### src/jsd_pkg.sv
// Shared types, constants and helper functions for the JSON string decoder.
// Used by jsd_decode, jsd_outq and json_string_decoder; no dependencies.
package jsd_pkg;

  // Decoded length counter and configuration widths
  localparam int CountWidth = 21;
  localparam int CfgWidth   = 20;
  localparam int SumWidth   = ((CountWidth > CfgWidth) ? CountWidth : CfgWidth) + 1;
  localparam int MaxResults = 4;

  // Reset value of the length limit register
  localparam logic [CfgWidth-1:0] MaxBytesReset = CfgWidth'(65535);

  // Register indexes on the configuration port
  localparam logic REG_MAX_BYTES = 1'b0;

  // Character codes
  localparam logic [7:0] CH_QUOTE = 8'h22;
  localparam logic [7:0] CH_BSLASH = 8'h5c;
  localparam logic [7:0] CH_SLASH = 8'h2f;
  localparam logic [7:0] CH_B = 8'h62;
  localparam logic [7:0] CH_F = 8'h66;
  localparam logic [7:0] CH_N = 8'h6e;
  localparam logic [7:0] CH_R = 8'h72;
  localparam logic [7:0] CH_T = 8'h74;
  localparam logic [7:0] CH_U = 8'h75;

  // Decode phase
  typedef enum logic [3:0] {
    PH_IDLE     = 4'd0,
    PH_STR      = 4'd1,
    PH_ESC      = 4'd2,
    PH_HEX1     = 4'd3,
    PH_HEX1_BAD = 4'd4,
    PH_WANT_BS  = 4'd5,
    PH_WANT_U   = 4'd6,
    PH_HEX2     = 4'd7,
    PH_HEX2_BAD = 4'd8,
    PH_UTF8     = 4'd9
  } phase_e;

  // Error codes
  typedef enum logic [3:0] {
    ERR_NONE         = 4'd0,
    ERR_TRUNC_ESC    = 4'd1,
    ERR_TRUNC_HEX    = 4'd2,
    ERR_BAD_HEX      = 4'd3,
    ERR_NO_LOW       = 4'd4,
    ERR_BAD_LOW      = 4'd5,
    ERR_LONE_LOW     = 4'd6,
    ERR_BAD_ESC      = 4'd7,
    ERR_BAD_UTF8     = 4'd8,
    ERR_TOO_LONG     = 4'd9,
    ERR_UNTERMINATED = 4'd10
  } err_e;

  // All results caused by one input item
  typedef struct packed {
    logic [MaxResults-1:0][7:0] bytes;
    logic [2:0]                 nb;
    logic                       done;
    err_e                       err;
  } bundle_t;

  typedef struct packed {
    logic       ok;
    logic [3:0] val;
  } hex_t;

  typedef struct packed {
    logic [MaxResults-1:0][7:0] bytes;
    logic [2:0]                 nb;
  } enc_t;

  // Value of one ASCII hex digit
  function automatic hex_t hex_digit(logic [7:0] b);
    hex_t h;
    h.ok  = 1'b1;
    h.val = 4'd0;
    if (b >= 8'h30 && b <= 8'h39) begin
      h.val = b[3:0];
    end else if ((b >= 8'h61 && b <= 8'h66) || (b >= 8'h41 && b <= 8'h46)) begin
      h.val = b[3:0] + 4'd9;
    end else begin
      h.ok = 1'b0;
    end
    return h;
  endfunction

  // UTF-8 encoding of a code point up to 0x10FFFF
  function automatic enc_t encode_cp(logic [20:0] cp);
    enc_t e;
    e.bytes = '0;
    if (cp <= 21'h7f) begin
      e.bytes[0] = cp[7:0];
      e.nb = 3'd1;
    end else if (cp <= 21'h7ff) begin
      e.bytes[0] = {3'b110, cp[10:6]};
      e.bytes[1] = {2'b10, cp[5:0]};
      e.nb = 3'd2;
    end else if (cp <= 21'hffff) begin
      e.bytes[0] = {4'b1110, cp[15:12]};
      e.bytes[1] = {2'b10, cp[11:6]};
      e.bytes[2] = {2'b10, cp[5:0]};
      e.nb = 3'd3;
    end else begin
      e.bytes[0] = {5'b11110, cp[20:18]};
      e.bytes[1] = {2'b10, cp[17:12]};
      e.bytes[2] = {2'b10, cp[11:6]};
      e.bytes[3] = {2'b10, cp[5:0]};
      e.nb = 3'd4;
    end
    return e;
  endfunction

endpackage

### src/jsd_decode.sv
// Decode state and single-pass step logic: one input item in, at most one result bundle pushed out.
// Depends on jsd_pkg.
module jsd_decode import jsd_pkg::*; (
  input  logic                clk_i,
  input  logic                rst_ni,
  input  logic                accept_i,
  input  logic [7:0]          data_byte_i,
  input  logic                first_i,
  input  logic                final_req_i,
  input  logic [CfgWidth-1:0] max_bytes_i,
  output logic                push_o,
  output bundle_t             bundle_o
);

  phase_e                phase_q, phase_d;
  logic [20:0]           acc_q, acc_d;
  logic [9:0]            hi_q, hi_d;
  logic [23:0]           held_q, held_d;
  logic [1:0]            rem_q, rem_d;
  logic [2:0]            len_q, len_d;
  logic [CountWidth-1:0] cnt_q, cnt_d;

  logic [MaxResults-1:0][7:0] bytes;
  logic [2:0]            nb;
  err_e                  err;
  logic                  done;
  logic                  active;
  logic                  lead;
  logic                  enc_req;
  logic [20:0]           enc_cp;
  enc_t                  enc;
  hex_t                  hx;
  logic                  second;
  logic                  bad;
  logic [20:0]           acc_hex;
  logic [20:0]           acc_utf;
  logic [SumWidth-1:0]   cnt_next;

  assign hx      = hex_digit(data_byte_i);
  assign enc     = encode_cp(enc_cp);
  assign acc_utf = {acc_q[14:0], data_byte_i[5:0]};

  // Step the decoder over one byte
  always_comb begin
    phase_d = phase_q;
    acc_d   = acc_q;
    hi_d    = hi_q;
    held_d  = held_q;
    rem_d   = rem_q;
    len_d   = len_q;
    cnt_d   = cnt_q;
    bytes   = '0;
    nb      = 3'd0;
    err     = ERR_NONE;
    done    = 1'b0;
    active  = 1'b1;
    lead    = 1'b0;
    enc_req = 1'b0;
    enc_cp  = 21'd0;
    second  = (phase_q == PH_HEX2) || (phase_q == PH_HEX2_BAD);
    bad     = (phase_q == PH_HEX1_BAD) || (phase_q == PH_HEX2_BAD) || !hx.ok;
    acc_hex = hx.ok ? {5'd0, acc_q[11:0], hx.val} : acc_q;

    if (first_i) begin
      phase_d = PH_STR;
      acc_d   = 21'd0;
      hi_d    = 10'd0;
      rem_d   = 2'd0;
      len_d   = 3'd0;
      cnt_d   = '0;
    end else begin
      case (phase_q)
        PH_STR: begin
          if (data_byte_i == CH_QUOTE) begin
            done = 1'b1;
          end else if (data_byte_i == CH_BSLASH) begin
            phase_d = PH_ESC;
          end else if (data_byte_i < 8'h20) begin
            err = ERR_BAD_UTF8;
          end else if (data_byte_i <= 8'h7f) begin
            bytes[0] = data_byte_i;
            nb = 3'd1;
          end else if (data_byte_i >= 8'hc2 && data_byte_i <= 8'hdf) begin
            acc_d = {16'd0, data_byte_i[4:0]};
            len_d = 3'd2;
            lead  = 1'b1;
          end else if (data_byte_i >= 8'he0 && data_byte_i <= 8'hef) begin
            acc_d = {17'd0, data_byte_i[3:0]};
            len_d = 3'd3;
            lead  = 1'b1;
          end else if (data_byte_i >= 8'hf0 && data_byte_i <= 8'hf4) begin
            acc_d = {18'd0, data_byte_i[2:0]};
            len_d = 3'd4;
            lead  = 1'b1;
          end else begin
            err = ERR_BAD_UTF8;
          end
          // Hold the lead byte of a raw sequence
          if (lead) begin
            held_d  = {16'd0, data_byte_i};
            rem_d   = 2'(len_d - 3'd1);
            phase_d = PH_UTF8;
          end
        end
        PH_ESC: begin
          phase_d = PH_STR;
          unique case (data_byte_i)
            CH_QUOTE, CH_BSLASH, CH_SLASH: begin
              bytes[0] = data_byte_i;
              nb = 3'd1;
            end
            CH_B: begin bytes[0] = 8'h08; nb = 3'd1; end
            CH_F: begin bytes[0] = 8'h0c; nb = 3'd1; end
            CH_N: begin bytes[0] = 8'h0a; nb = 3'd1; end
            CH_R: begin bytes[0] = 8'h0d; nb = 3'd1; end
            CH_T: begin bytes[0] = 8'h09; nb = 3'd1; end
            CH_U: begin
              phase_d = PH_HEX1;
              acc_d   = 21'd0;
              rem_d   = 2'd0;
            end
            default: err = ERR_BAD_ESC;
          endcase
        end
        PH_HEX1, PH_HEX1_BAD, PH_HEX2, PH_HEX2_BAD: begin
          acc_d = acc_hex;
          if (rem_q < 2'd3) begin
            rem_d = rem_q + 2'd1;
            if (second) begin
              phase_d = bad ? PH_HEX2_BAD : PH_HEX2;
            end else begin
              phase_d = bad ? PH_HEX1_BAD : PH_HEX1;
            end
          end else if (bad) begin
            err = ERR_BAD_HEX;
          end else if (!second) begin
            if (acc_hex >= 21'hd800 && acc_hex <= 21'hdbff) begin
              hi_d    = acc_hex[9:0];
              phase_d = PH_WANT_BS;
            end else if (acc_hex >= 21'hdc00 && acc_hex <= 21'hdfff) begin
              err = ERR_LONE_LOW;
            end else begin
              enc_req = 1'b1;
              enc_cp  = acc_hex;
              phase_d = PH_STR;
            end
          end else if (acc_hex < 21'hdc00 || acc_hex > 21'hdfff) begin
            err = ERR_BAD_LOW;
          end else begin
            // Join the surrogate pair
            enc_req = 1'b1;
            enc_cp  = 21'h10000 + {1'b0, hi_q, acc_hex[9:0]};
            phase_d = PH_STR;
          end
          if (enc_req) begin
            bytes = enc.bytes;
            nb    = enc.nb;
          end
        end
        PH_WANT_BS: begin
          if (data_byte_i == CH_BSLASH) begin
            phase_d = PH_WANT_U;
          end else begin
            err = ERR_NO_LOW;
          end
        end
        PH_WANT_U: begin
          if (data_byte_i == CH_U) begin
            phase_d = PH_HEX2;
            acc_d   = 21'd0;
            rem_d   = 2'd0;
          end else begin
            err = ERR_NO_LOW;
          end
        end
        PH_UTF8: begin
          if (data_byte_i[7:6] != 2'b10) begin
            err = ERR_BAD_UTF8;
          end else begin
            acc_d = acc_utf;
            if (rem_q > 2'd1) begin
              rem_d  = rem_q - 2'd1;
              held_d = {held_q[15:0], data_byte_i};
            end else if ((len_q == 3'd3 && acc_utf < 21'h800) ||
                         (len_q == 3'd4 && acc_utf < 21'h10000) ||
                         (acc_utf >= 21'hd800 && acc_utf <= 21'hdfff) ||
                         acc_utf > 21'h10ffff || len_q < 3'd2 || len_q > 3'd4) begin
              err = ERR_BAD_UTF8;
            end else begin
              // Release the whole sequence
              if (len_q == 3'd2) begin
                bytes[0] = held_q[7:0];
                bytes[1] = data_byte_i;
              end else if (len_q == 3'd3) begin
                bytes[0] = held_q[15:8];
                bytes[1] = held_q[7:0];
                bytes[2] = data_byte_i;
              end else begin
                bytes[0] = held_q[23:16];
                bytes[1] = held_q[15:8];
                bytes[2] = held_q[7:0];
                bytes[3] = data_byte_i;
              end
              nb      = len_q;
              rem_d   = 2'd0;
              phase_d = PH_STR;
            end
          end
        end
        default: active = 1'b0;
      endcase
    end

    // Enforce the decoded length limit
    cnt_next = SumWidth'(cnt_q) + SumWidth'(nb);
    if (err == ERR_NONE && nb != 3'd0) begin
      if (cnt_next > SumWidth'(max_bytes_i) ||
          cnt_next > SumWidth'({CountWidth{1'b1}})) begin
        err   = ERR_TOO_LONG;
        nb    = 3'd0;
        bytes = '0;
      end else begin
        cnt_d = cnt_next[CountWidth-1:0];
      end
    end

    // Flag truncation on the final byte
    if (err == ERR_NONE && !done && final_req_i) begin
      unique case (phase_d)
        PH_ESC: err = ERR_TRUNC_ESC;
        PH_HEX1, PH_HEX1_BAD, PH_HEX2, PH_HEX2_BAD: err = ERR_TRUNC_HEX;
        PH_WANT_BS, PH_WANT_U: err = ERR_NO_LOW;
        PH_UTF8: err = ERR_BAD_UTF8;
        default: err = ERR_UNTERMINATED;
      endcase
    end

    if (err != ERR_NONE || done) begin
      phase_d = PH_IDLE;
    end
  end

  // Hand the bundle to the output queue
  assign push_o        = accept_i && active && (nb != 3'd0 || err != ERR_NONE || done);
  assign bundle_o.bytes = bytes;
  assign bundle_o.nb    = nb;
  assign bundle_o.done  = done;
  assign bundle_o.err   = err;

  // Advance the state on each accepted item, except items ignored in the idle phase
  always_ff @(posedge clk_i or negedge rst_ni) begin
    if (!rst_ni) begin
      phase_q <= PH_IDLE;
      acc_q   <= 21'd0;
      hi_q    <= 10'd0;
      rem_q   <= 2'd0;
      len_q   <= 3'd0;
      cnt_q   <= '0;
    end else if (accept_i && active) begin
      phase_q <= phase_d;
      acc_q   <= acc_d;
      hi_q    <= hi_d;
      rem_q   <= rem_d;
      len_q   <= len_d;
      cnt_q   <= cnt_d;
    end
  end

  // Held raw bytes are payload and need no reset
  always_ff @(posedge clk_i) begin
    if (accept_i && active) begin
      held_q <= held_d;
    end
  end

endmodule

### src/jsd_outq.sv
// Two-entry result bundle queue that emits one result item per cycle while take_i is high.
// Depends on jsd_pkg.
module jsd_outq import jsd_pkg::*; (
  input  logic       clk_i,
  input  logic       rst_ni,
  input  logic       push_i,
  input  bundle_t    bundle_i,
  output logic       ready_o,
  output logic       valid_o,
  input  logic       take_i,
  output logic [7:0] out_byte_o,
  output logic       out_valid_o,
  output logic       done_o,
  output err_e       err_o,
  output logic       last_o
);

  bundle_t    mem_q [2];
  logic       wr_q, rd_q;
  logic [1:0] fill_q;
  logic [1:0] k_q;
  bundle_t    head;
  logic [2:0] n_res;
  logic       pop;

  assign head    = mem_q[rd_q];
  assign n_res   = (head.nb == 3'd0) ? 3'd1 : head.nb;
  assign ready_o = (fill_q != 2'd2);
  assign valid_o = (fill_q != 2'd0);
  assign last_o  = ({1'b0, k_q} == n_res - 3'd1);
  assign pop     = valid_o && take_i && last_o;

  // Select the current result of the head bundle
  assign out_valid_o = ({1'b0, k_q} < head.nb);
  assign out_byte_o  = out_valid_o ? head.bytes[k_q] : 8'd0;
  assign done_o      = last_o && head.done;
  assign err_o       = last_o ? head.err : ERR_NONE;

  // Store bundles
  always_ff @(posedge clk_i) begin
    if (push_i) begin
      mem_q[wr_q] <= bundle_i;
    end
  end

  // Track pointers, fill level and result index
  always_ff @(posedge clk_i or negedge rst_ni) begin
    if (!rst_ni) begin
      wr_q   <= 1'b0;
      rd_q   <= 1'b0;
      fill_q <= 2'd0;
      k_q    <= 2'd0;
    end else begin
      if (push_i) begin
        wr_q <= ~wr_q;
      end
      if (pop) begin
        rd_q <= ~rd_q;
        k_q  <= 2'd0;
      end else if (valid_o && take_i) begin
        k_q <= k_q + 2'd1;
      end
      fill_q <= fill_q + {1'b0, push_i} - {1'b0, pop};
    end
  end

endmodule

### src/json_string_decoder.sv
// JSON string decoder top level: stream ports, configuration register, decoder and output queue.
// Depends on jsd_pkg, jsd_decode and jsd_outq.
//
// Feed one byte of JSON text per item, the opening quote marked with the first flag in
// s_axis_tuser and the byte after which no input follows marked with s_axis_tlast. The
// decoder takes one item per cycle while the queue has room and produces zero to four result
// items for it: the decoded UTF-8 bytes, with done or an error code on the last of them (or on
// a single result with no byte). Results leave at one per cycle while m_axis_tready is high; a
// two-bundle queue lets input run ahead by one item while an output stalls. Each bundle is
// registered in the queue before its results appear.
// max_decoded_bytes sits at byte address 0 and should be written while the block is idle.
module json_string_decoder import jsd_pkg::*; (
  input  logic        clk_i,
  input  logic        rst_ni,
  // Input item stream
  input  logic        s_axis_tvalid,
  output logic        s_axis_tready,
  input  logic [7:0]  s_axis_tdata,   // [7:0] data_byte
  input  logic [0:0]  s_axis_tuser,   // [0] first
  input  logic        s_axis_tlast,   // final_req
  // Result item stream
  output logic        m_axis_tvalid,
  input  logic        m_axis_tready,
  output logic [15:0] m_axis_tdata,   // [7:0] out_byte, [8] done_res, [12:9] error_code
  output logic [0:0]  m_axis_tuser,   // [0] out_valid
  output logic        m_axis_tlast,   // last
  // Configuration port
  input  logic        psel,
  input  logic        penable,
  input  logic        pwrite,
  input  logic [2:0]  paddr,
  input  logic [31:0] pwdata,
  output logic [31:0] prdata,
  output logic        pready
);

  logic [CfgWidth-1:0] max_bytes_q;
  logic                accept;
  logic                push;
  bundle_t             bundle;
  logic [7:0]          out_byte;
  logic                out_valid;
  logic                done;
  err_e                err;

  // Configuration register
  assign pready = 1'b1;
  assign prdata = (paddr[2] == REG_MAX_BYTES) ? {{(32 - CfgWidth){1'b0}}, max_bytes_q} : 32'd0;

  always_ff @(posedge clk_i or negedge rst_ni) begin
    if (!rst_ni) begin
      max_bytes_q <= MaxBytesReset;
    end else if (psel && penable && pwrite && pready && paddr[2] == REG_MAX_BYTES) begin
      max_bytes_q <= pwdata[CfgWidth-1:0];
    end
  end

  assign accept = s_axis_tvalid && s_axis_tready;

  jsd_decode u_decode (
    .clk_i       (clk_i),
    .rst_ni      (rst_ni),
    .accept_i    (accept),
    .data_byte_i (s_axis_tdata),
    .first_i     (s_axis_tuser[0]),
    .final_req_i (s_axis_tlast),
    .max_bytes_i (max_bytes_q),
    .push_o      (push),
    .bundle_o    (bundle)
  );

  jsd_outq u_outq (
    .clk_i       (clk_i),
    .rst_ni      (rst_ni),
    .push_i      (push),
    .bundle_i    (bundle),
    .ready_o     (s_axis_tready),
    .valid_o     (m_axis_tvalid),
    .take_i      (m_axis_tready),
    .out_byte_o  (out_byte),
    .out_valid_o (out_valid),
    .done_o      (done),
    .err_o       (err),
    .last_o      (m_axis_tlast)
  );

  // Pack the result item
  assign m_axis_tdata = {3'd0, err, done, out_byte};
  assign m_axis_tuser = out_valid;

endmodule

### config.mk
export PLATFORM = sky130hd
export DESIGN_NAME = json_string_decoder
export DESIGN_NICKNAME = d
export VERILOG_FILES = /design/src/jsd_pkg.sv /design/src/jsd_decode.sv /design/src/jsd_outq.sv /design/src/json_string_decoder.sv
export SDC_FILE = /design/constraint.sdc
export NUM_CORES = 1
export LEC_CHECK = 0
export BUFFER_PORTS_ARGS = -buffer_cell sky130_fd_sc_hd__buf_4
export CORE_ASPECT_RATIO = 0.8
export CORE_MARGIN = 2
export CORE_UTILIZATION = 30
export CTS_CLUSTER_DIAMETER = 50
export DETAILED_ROUTE_END_ITERATION = 8
export GPL_ROUTABILITY_DRIVEN = 0
export PLACE_DENSITY = 0.46
export SLEW_MARGIN = 20
export SYNTH_ARGS = -nofsm -noshare
export SYNTH_HDL_FRONTEND = slang
export SYNTH_SLANG_ARGS = --single-unit
### constraint.sdc
create_clock -name clk_i -period 18.8 [get_ports clk_i]
set_clock_uncertainty 0.15 [all_clocks]
set_input_delay 2.82 -clock clk_i [delete_from_list [all_inputs] [get_ports clk_i]]
set_output_delay 2.82 -clock clk_i [all_outputs]
set_load 0.03 [all_outputs]
Yosys cells after proc, flatten, opt, wreduce, memory -nomap -nowiden
Memory sizes are Yosys's and may differ from the RTL's.
Cells that the tools add are included.
- register bits: 111
- memory bits (writable): 80
- ROM bits: 64
- bits of input ports: 52
- output and inout port bits: 53
- word-level logic and storage cells: 340
- memories: 2
- memory list (name ; words ; bits a word ; rd ports ; clocked after memory_dff ; write ports ; RTL line ; text):
    u_outq.mem_q ; 2 ; 40 ; 1 ; 0 ; 1 ; jsd_outq.sv:18 ; bundle_t mem_q [2];
    (name not given) ; 16 ; 4 ; 1 ; 0 ; 0 ; jsd_decode.sv:229 ; unique case (phase_d)
- add/subtract/negate cells: 10
- order comparisons: 36
- eq/ne operators: 40
- multiplexer cells: 173
- bitwise gates (word level): 4
- reductions and logical operators: 63
- operators with widths (cell ; number):
    $mux W21 ; 22
    $mux W32 ; 7
    $mux W4 ; 39
    $mux W24 ; 5
    $pmux W24 S2 ; 2
    $le A21 B16 Y1 const B ; 4
    $mux W3 ; 28
    $pmux W21 S4 ; 1
    $mux W8 ; 8
    $ge A21 B16 Y1 const B ; 3
    $mux W10 ; 6
    $eq A8 B7 Y1 const B ; 7
    $mux W27 ; 2
    $mux W16 ; 3
    $pmux W4 S6 ; 2
    $pmux W8 S6 ; 1
    $mux W19 ; 2
    $pmux W8 S4 ; 1
    $mux W1 ; 28
    $mux W25 ; 1
    $ge A8 B8 Y1 const B ; 3
    $le A8 B7 Y1 const B ; 3
    $le A8 B8 Y1 const B ; 3
    $logic_and A1 B1 Y1 ; 23
    other kinds (66) ; 122

Depth between registers and ports, before layout
- depth in word-level cells: 40
- gate-level depth with buffers: 34
- gate-level depth less buffers: 31

Cells and area by module
A second synthesis with hierarchy kept.
- cells, all modules: 1346
- area total of the unflattened synthesis: 12743.5 um2
- by module, submodules not included (module ; times used ; cells each ; area each (um2) ; seq. area each (um2)):
    jsd_decode ; 1 ; 1068 ; 8057.7 ; 2247.2
    jsd_outq ; 1 ; 193 ; 3544.6 ; 2552.4
    json_string_decoder ; 1 ; 85 ; 1141.1 ; 520.5

Worst setup path after synthesis
Ideal clock, no wire load.
- path type: input -> register
- from: input s_axis_tdata[0]
- to: memory u_outq.mem_q[0][22] (netlist bit) (data pin)
- setup time: 0.242 ns
- data arrival time: 8.979 ns
- required time: 18.408 ns
- path slack: 9.429 ns
- stages on the path: 32
- buffers on the path: 4
- path through: clkbuf_1 > inv_1 > ha_1 > nor3b_1 > or3_1 > buf_6 > buf_6 > and3_1 > o221a_2 > nand4_1 > o21ai_0 > and4_1 > a2111oi_4 > ha_1 > inv_1 > fa_1 > nor2b_1 > o21ai_0 > nor2_1 > and3_1 > and3_1 > xor2_1 > ha_1 > a211oi_1 > o211ai_1 > a211oi_1 > o211a_1 > o21ai_0 > o211ai_1 > o21ai_1 > buf_4 > a2111oi_0
- RTL lines (item ; RTL line ; text):
    start, declared ; json_string_decoder.sv:18 ; input logic [7:0] s_axis_tdata,
    end, declared ; jsd_outq.sv:18 ;

==> out/results.txt <==
hold_buf cts = 0
Max-cap violations = 0
I/O pin cnt = 105
R2R Setup Slk = 9550 ps
crit share post-route = 0.631
Clock Latency Late Sink = 460 ps
worst min path class = reg2reg
CP startpoint = s_axis_tdata[0]
Die W = 236 µm
post-layout instance area = 14,500 µm²
antenna violations before repair = 0
nets@finish = 1,464
EDFF count, synth = 104
CP max FO = 17
VDD IR max = 0.0677 mV
CP Capture Type = flip-flop
post-detail-place hpwl = 30,100 µm
Setup CP Type = in2reg
All-Layer GR Usage = 0.188
Primary FF master, synth = edfxtp_1
CTS tree = done
Area growth syn-to-layout = 12.0%
RSZ-0062 raised after global routing = false
sequential area share after synthesis = 0.412
number of port buffers = 74
clock tree root driver cell = clkbuf_16
Post-Route Setup TNS = 0 ps
Fin. Hold Viols = 0
vias in the first global route = 9,969
number of DRC markers in iteration 0 = 1,046
ys async rst share = 0.455
DR WL/cell = 21.5 µm
clock buffer depth = 2
ant diodes = 0
post-CTS setup buffer count = 0
fin util = 0.343
critical path endpoint = u_outq.mem_q[1][17]
hold slack = 332 ps
crit start category = input pin
share of cells above drive strength 1 = 0.178
Pleak = 5.57 nW
Cell Area, Placed = 13,800 µm²
Critical Path AT = 12,010 ps
largest net degree at the start of global routing = 59
worst r2r dst = u_outq.mem_q[1][17]
Max Fclk = 84.3 MHz
Syn Area/Cell = 9.57 µm²
htree depth = 4
Initial Utilization = 0.306
Crit-path slowest cell = or3_1
Die Ht = 190 µm
Via Count = 10,500
total CTS buffers = 17
Vias/cell = 5.44
min Tclk post-route = 11,860 ps
Yosys reg bits = 191
Slew HR = 0.181
Max stage delay on crit path = 620 ps
FF-to-FF path depth = 28
Clock Sinks = 191
cts repair resizes = 0
die area = 44,800 µm²
first-pass GRT wire length = 64,100 µm
fin. max-slew vios = 0
pwr dens = 104 nW/µm²
post-route antenna net violation count = 0
final WL = 41,700 µm
status = complete, no violations
Required @ worst endpoint = 18,950 ps
Cells after Synth = 1,350
Worst Tran Pin Value = 1190 ps
final setup vio count = 0
Warnings, synthesis = 0
reg2reg start = u_decode.phase_q[3]
Unique masters post-synth = 105
clock-pin slew on the worst setup and hold paths = 80 ps
GRT Residual Overflow = 0
Cell Area, Synth = 12,900 µm²
core area = 42,200 µm²
Post-route DRC = 0
TritonRoute pass-1 iters = 5
row count = 67
-- power breakdown --
part / total, mW / leakage (nW) / internal [mW] / switching, mW
sequential: 0.556 / 2.11 / 0.507 / 0.0497
combinational: 0.553 / 3.16 / 0.208 / 0.345
clock: 0.403 / 0.302 / 0.226 / 0.177
total: 1.51 / 5.57 / 0.940 / 0.571
-- cell type report --
class	count	area [µm²]
Sequential cell	191	5320
Inverter	46	173
Clock inverter	14	205
Timing Repair Buffer	96	724
Fill cell	4259	27700
Multi-Input combinational cell	1020	6930
Tap cell	552	691
Clock buffer	18	429
-- per-layer routing --
metal,GRT usage,share of wire
met4,0.0407,0.012
met3,0.0370,0.062
met1,0.289,0.50
met2,0.268,0.42
met5,0,0
-- state kept, by name, indices dropped and copies added (netlist names) --
register	flops
max_bytes_q	20
u_decode.held_q	24
u_outq.fill_q	2
u_outq.wr_q	1
u_decode.phase_q	4
u_decode.hi_q	10
u_outq.mem_q	80
u_decode.rem_q	2
u_decode.len_q	3
u_decode.cnt_q	21
u_outq.rd_q	1
u_outq.k_q	2
u_decode.acc_q	21
-- through the flow --
stage               worst slack [ps]  cells  power (mW)
finish                          6940   1937        1.51
global placement                6570   1904        1.11
global route                    6280   1937        1.60
floorplan                       9430   1366       0.943
CTS                             7050   1937        1.53
detailed placement              6590   1905        1.12
-- cells in the final DEF (no fill, tap or decap), drive strengths merged, types with 10 or more instances in the layout --
| cell | Yosys | final |
|---|---|---|
| mux4 | 16 | 16 |
| o31ai | 22 | 22 |
| a21oi | 83 | 83 |
| conb | 2 | 18 |
| xnor2 | 20 | 20 |
| ha | 39 | 39 |
| a22o | 16 | 16 |
| inv | 46 | 51 |
| o21ai | 74 | 74 |
| nand3 | 35 | 35 |
| nand2b | 13 | 13 |
| a31oi | 12 | 12 |
| clkbuf | 65 | 18 |
| nand4 | 20 | 20 |
| mux2 | 37 | 37 |
| and2 | 36 | 36 |
| nor2 | 143 | 143 |
| dfstp | 16 | 16 |
| nand2 | 136 | 136 |
| a22oi | 13 | 13 |
| buf | 43 | 96 |
| nor3 | 22 | 22 |
| nor2b | 11 | 11 |
| and3 | 22 | 22 |
| or3 | 10 | 10 |
| edfxtp | 104 | 104 |
| a211oi | 14 | 14 |
| o211ai | 24 | 24 |
| dfrtp | 71 | 71 |
| o21a | 12 | 12 |
| mux2i | 46 | 46 |
-- cells in the mapped netlist, types with 5 or more instances --
| master | n | share of area |
|---|---|---|
| o21ai_0 | 65 | 0.025 |
| a211oi_1 | 12 | 0.0070 |
| or3_1 | 10 | 0.0048 |
| a21oi_1 | 83 | 0.032 |
| nor4_1 | 5 | 0.0024 |
| and2_1 | 29 | 0.014 |
| ha_1 | 39 | 0.038 |
| buf_6 | 5 | 0.0044 |
| a22o_1 | 16 | 0.011 |
| mux2i_1 | 46 | 0.036 |
| o211ai_1 | 23 | 0.013 |
| xor2_1 | 9 | 0.0061 |
| buf_4 | 19 | 0.011 |
| o21a_1 | 12 | 0.0070 |
| a31oi_1 | 11 | 0.0053 |
| nand2_1 | 135 | 0.039 |
| dfstp_2 | 16 | 0.033 |
| clkbuf_8 | 5 | 0.0053 |
| o21ai_1 | 8 | 0.0031 |
| nor2_1 | 142 | 0.041 |
| inv_1 | 45 | 0.013 |
| xnor2_1 | 20 | 0.014 |
| a21o_1 | 7 | 0.0041 |
| buf_1 | 9 | 0.0026 |
| mux4_2 | 16 | 0.028 |
| o31ai_1 | 22 | 0.013 |
| nor2b_1 | 11 | 0.0053 |
| edfxtp_1 | 104 | 0.24 |
| and3_1 | 20 | 0.0097 |
| nand4_1 | 20 | 0.0097 |
| a21boi_0 | 5 | 0.0029 |
| nor3_1 | 18 | 0.0070 |
| and2_2 | 5 | 0.0029 |
| nor3b_1 | 6 | 0.0035 |
| nand3_1 | 35 | 0.014 |
| nand2b_1 | 12 | 0.0058 |
| or2_2 | 7 | 0.0034 |
| clkbuf_1 | 60 | 0.017 |
| buf_2 | 10 | 0.0039 |
| mux2_2 | 37 | 0.032 |
| a22oi_1 | 12 | 0.0070 |
| dfrtp_1 | 71 | 0.14 |
-- worst min path at each step --
stage / depth (start not counted) / startpoint / end
2_1_floorplan: 2 / u_decode.hi_q[0] / u_decode.hi_q[0]
3_3_place_gp: 2 / u_decode.hi_q[5] / u_decode.hi_q[5]
3_5_place_dp: 2 / u_decode.hi_q[5] / u_decode.hi_q[5]
4_1_cts: 2 / u_decode.hi_q[5] / u_decode.hi_q[5]
5_1_grt: 2 / u_decode.hi_q[5] / u_decode.hi_q[5]
6_report: 2 / u_decode.hi_q[5] / u_decode.hi_q[5]
-- worst max-delay path: cells and delay by family --
family                     cells  cell delay (ps)
AOI/OAI and AO/OA             12             3210
xor gates and xnor gates       1               90
and+or+nand+nor               11             3880
buffers and inverters          4              720
adders and majority gates      4             1240
-- logic make-up after synthesis --
logic type,Yosys count,synth area share
AOI/OAI and AO/OA,337,0.180
xor gates and xnor gates,29,0.0197
adders and majority gates,40,0.0393
buffers and inverters,155,0.0588
DFF,191,0.412
muxes,99,0.0958
other,2,0.000581
and+or+nand+nor,497,0.194
Power figures use the tool's default switching activity.
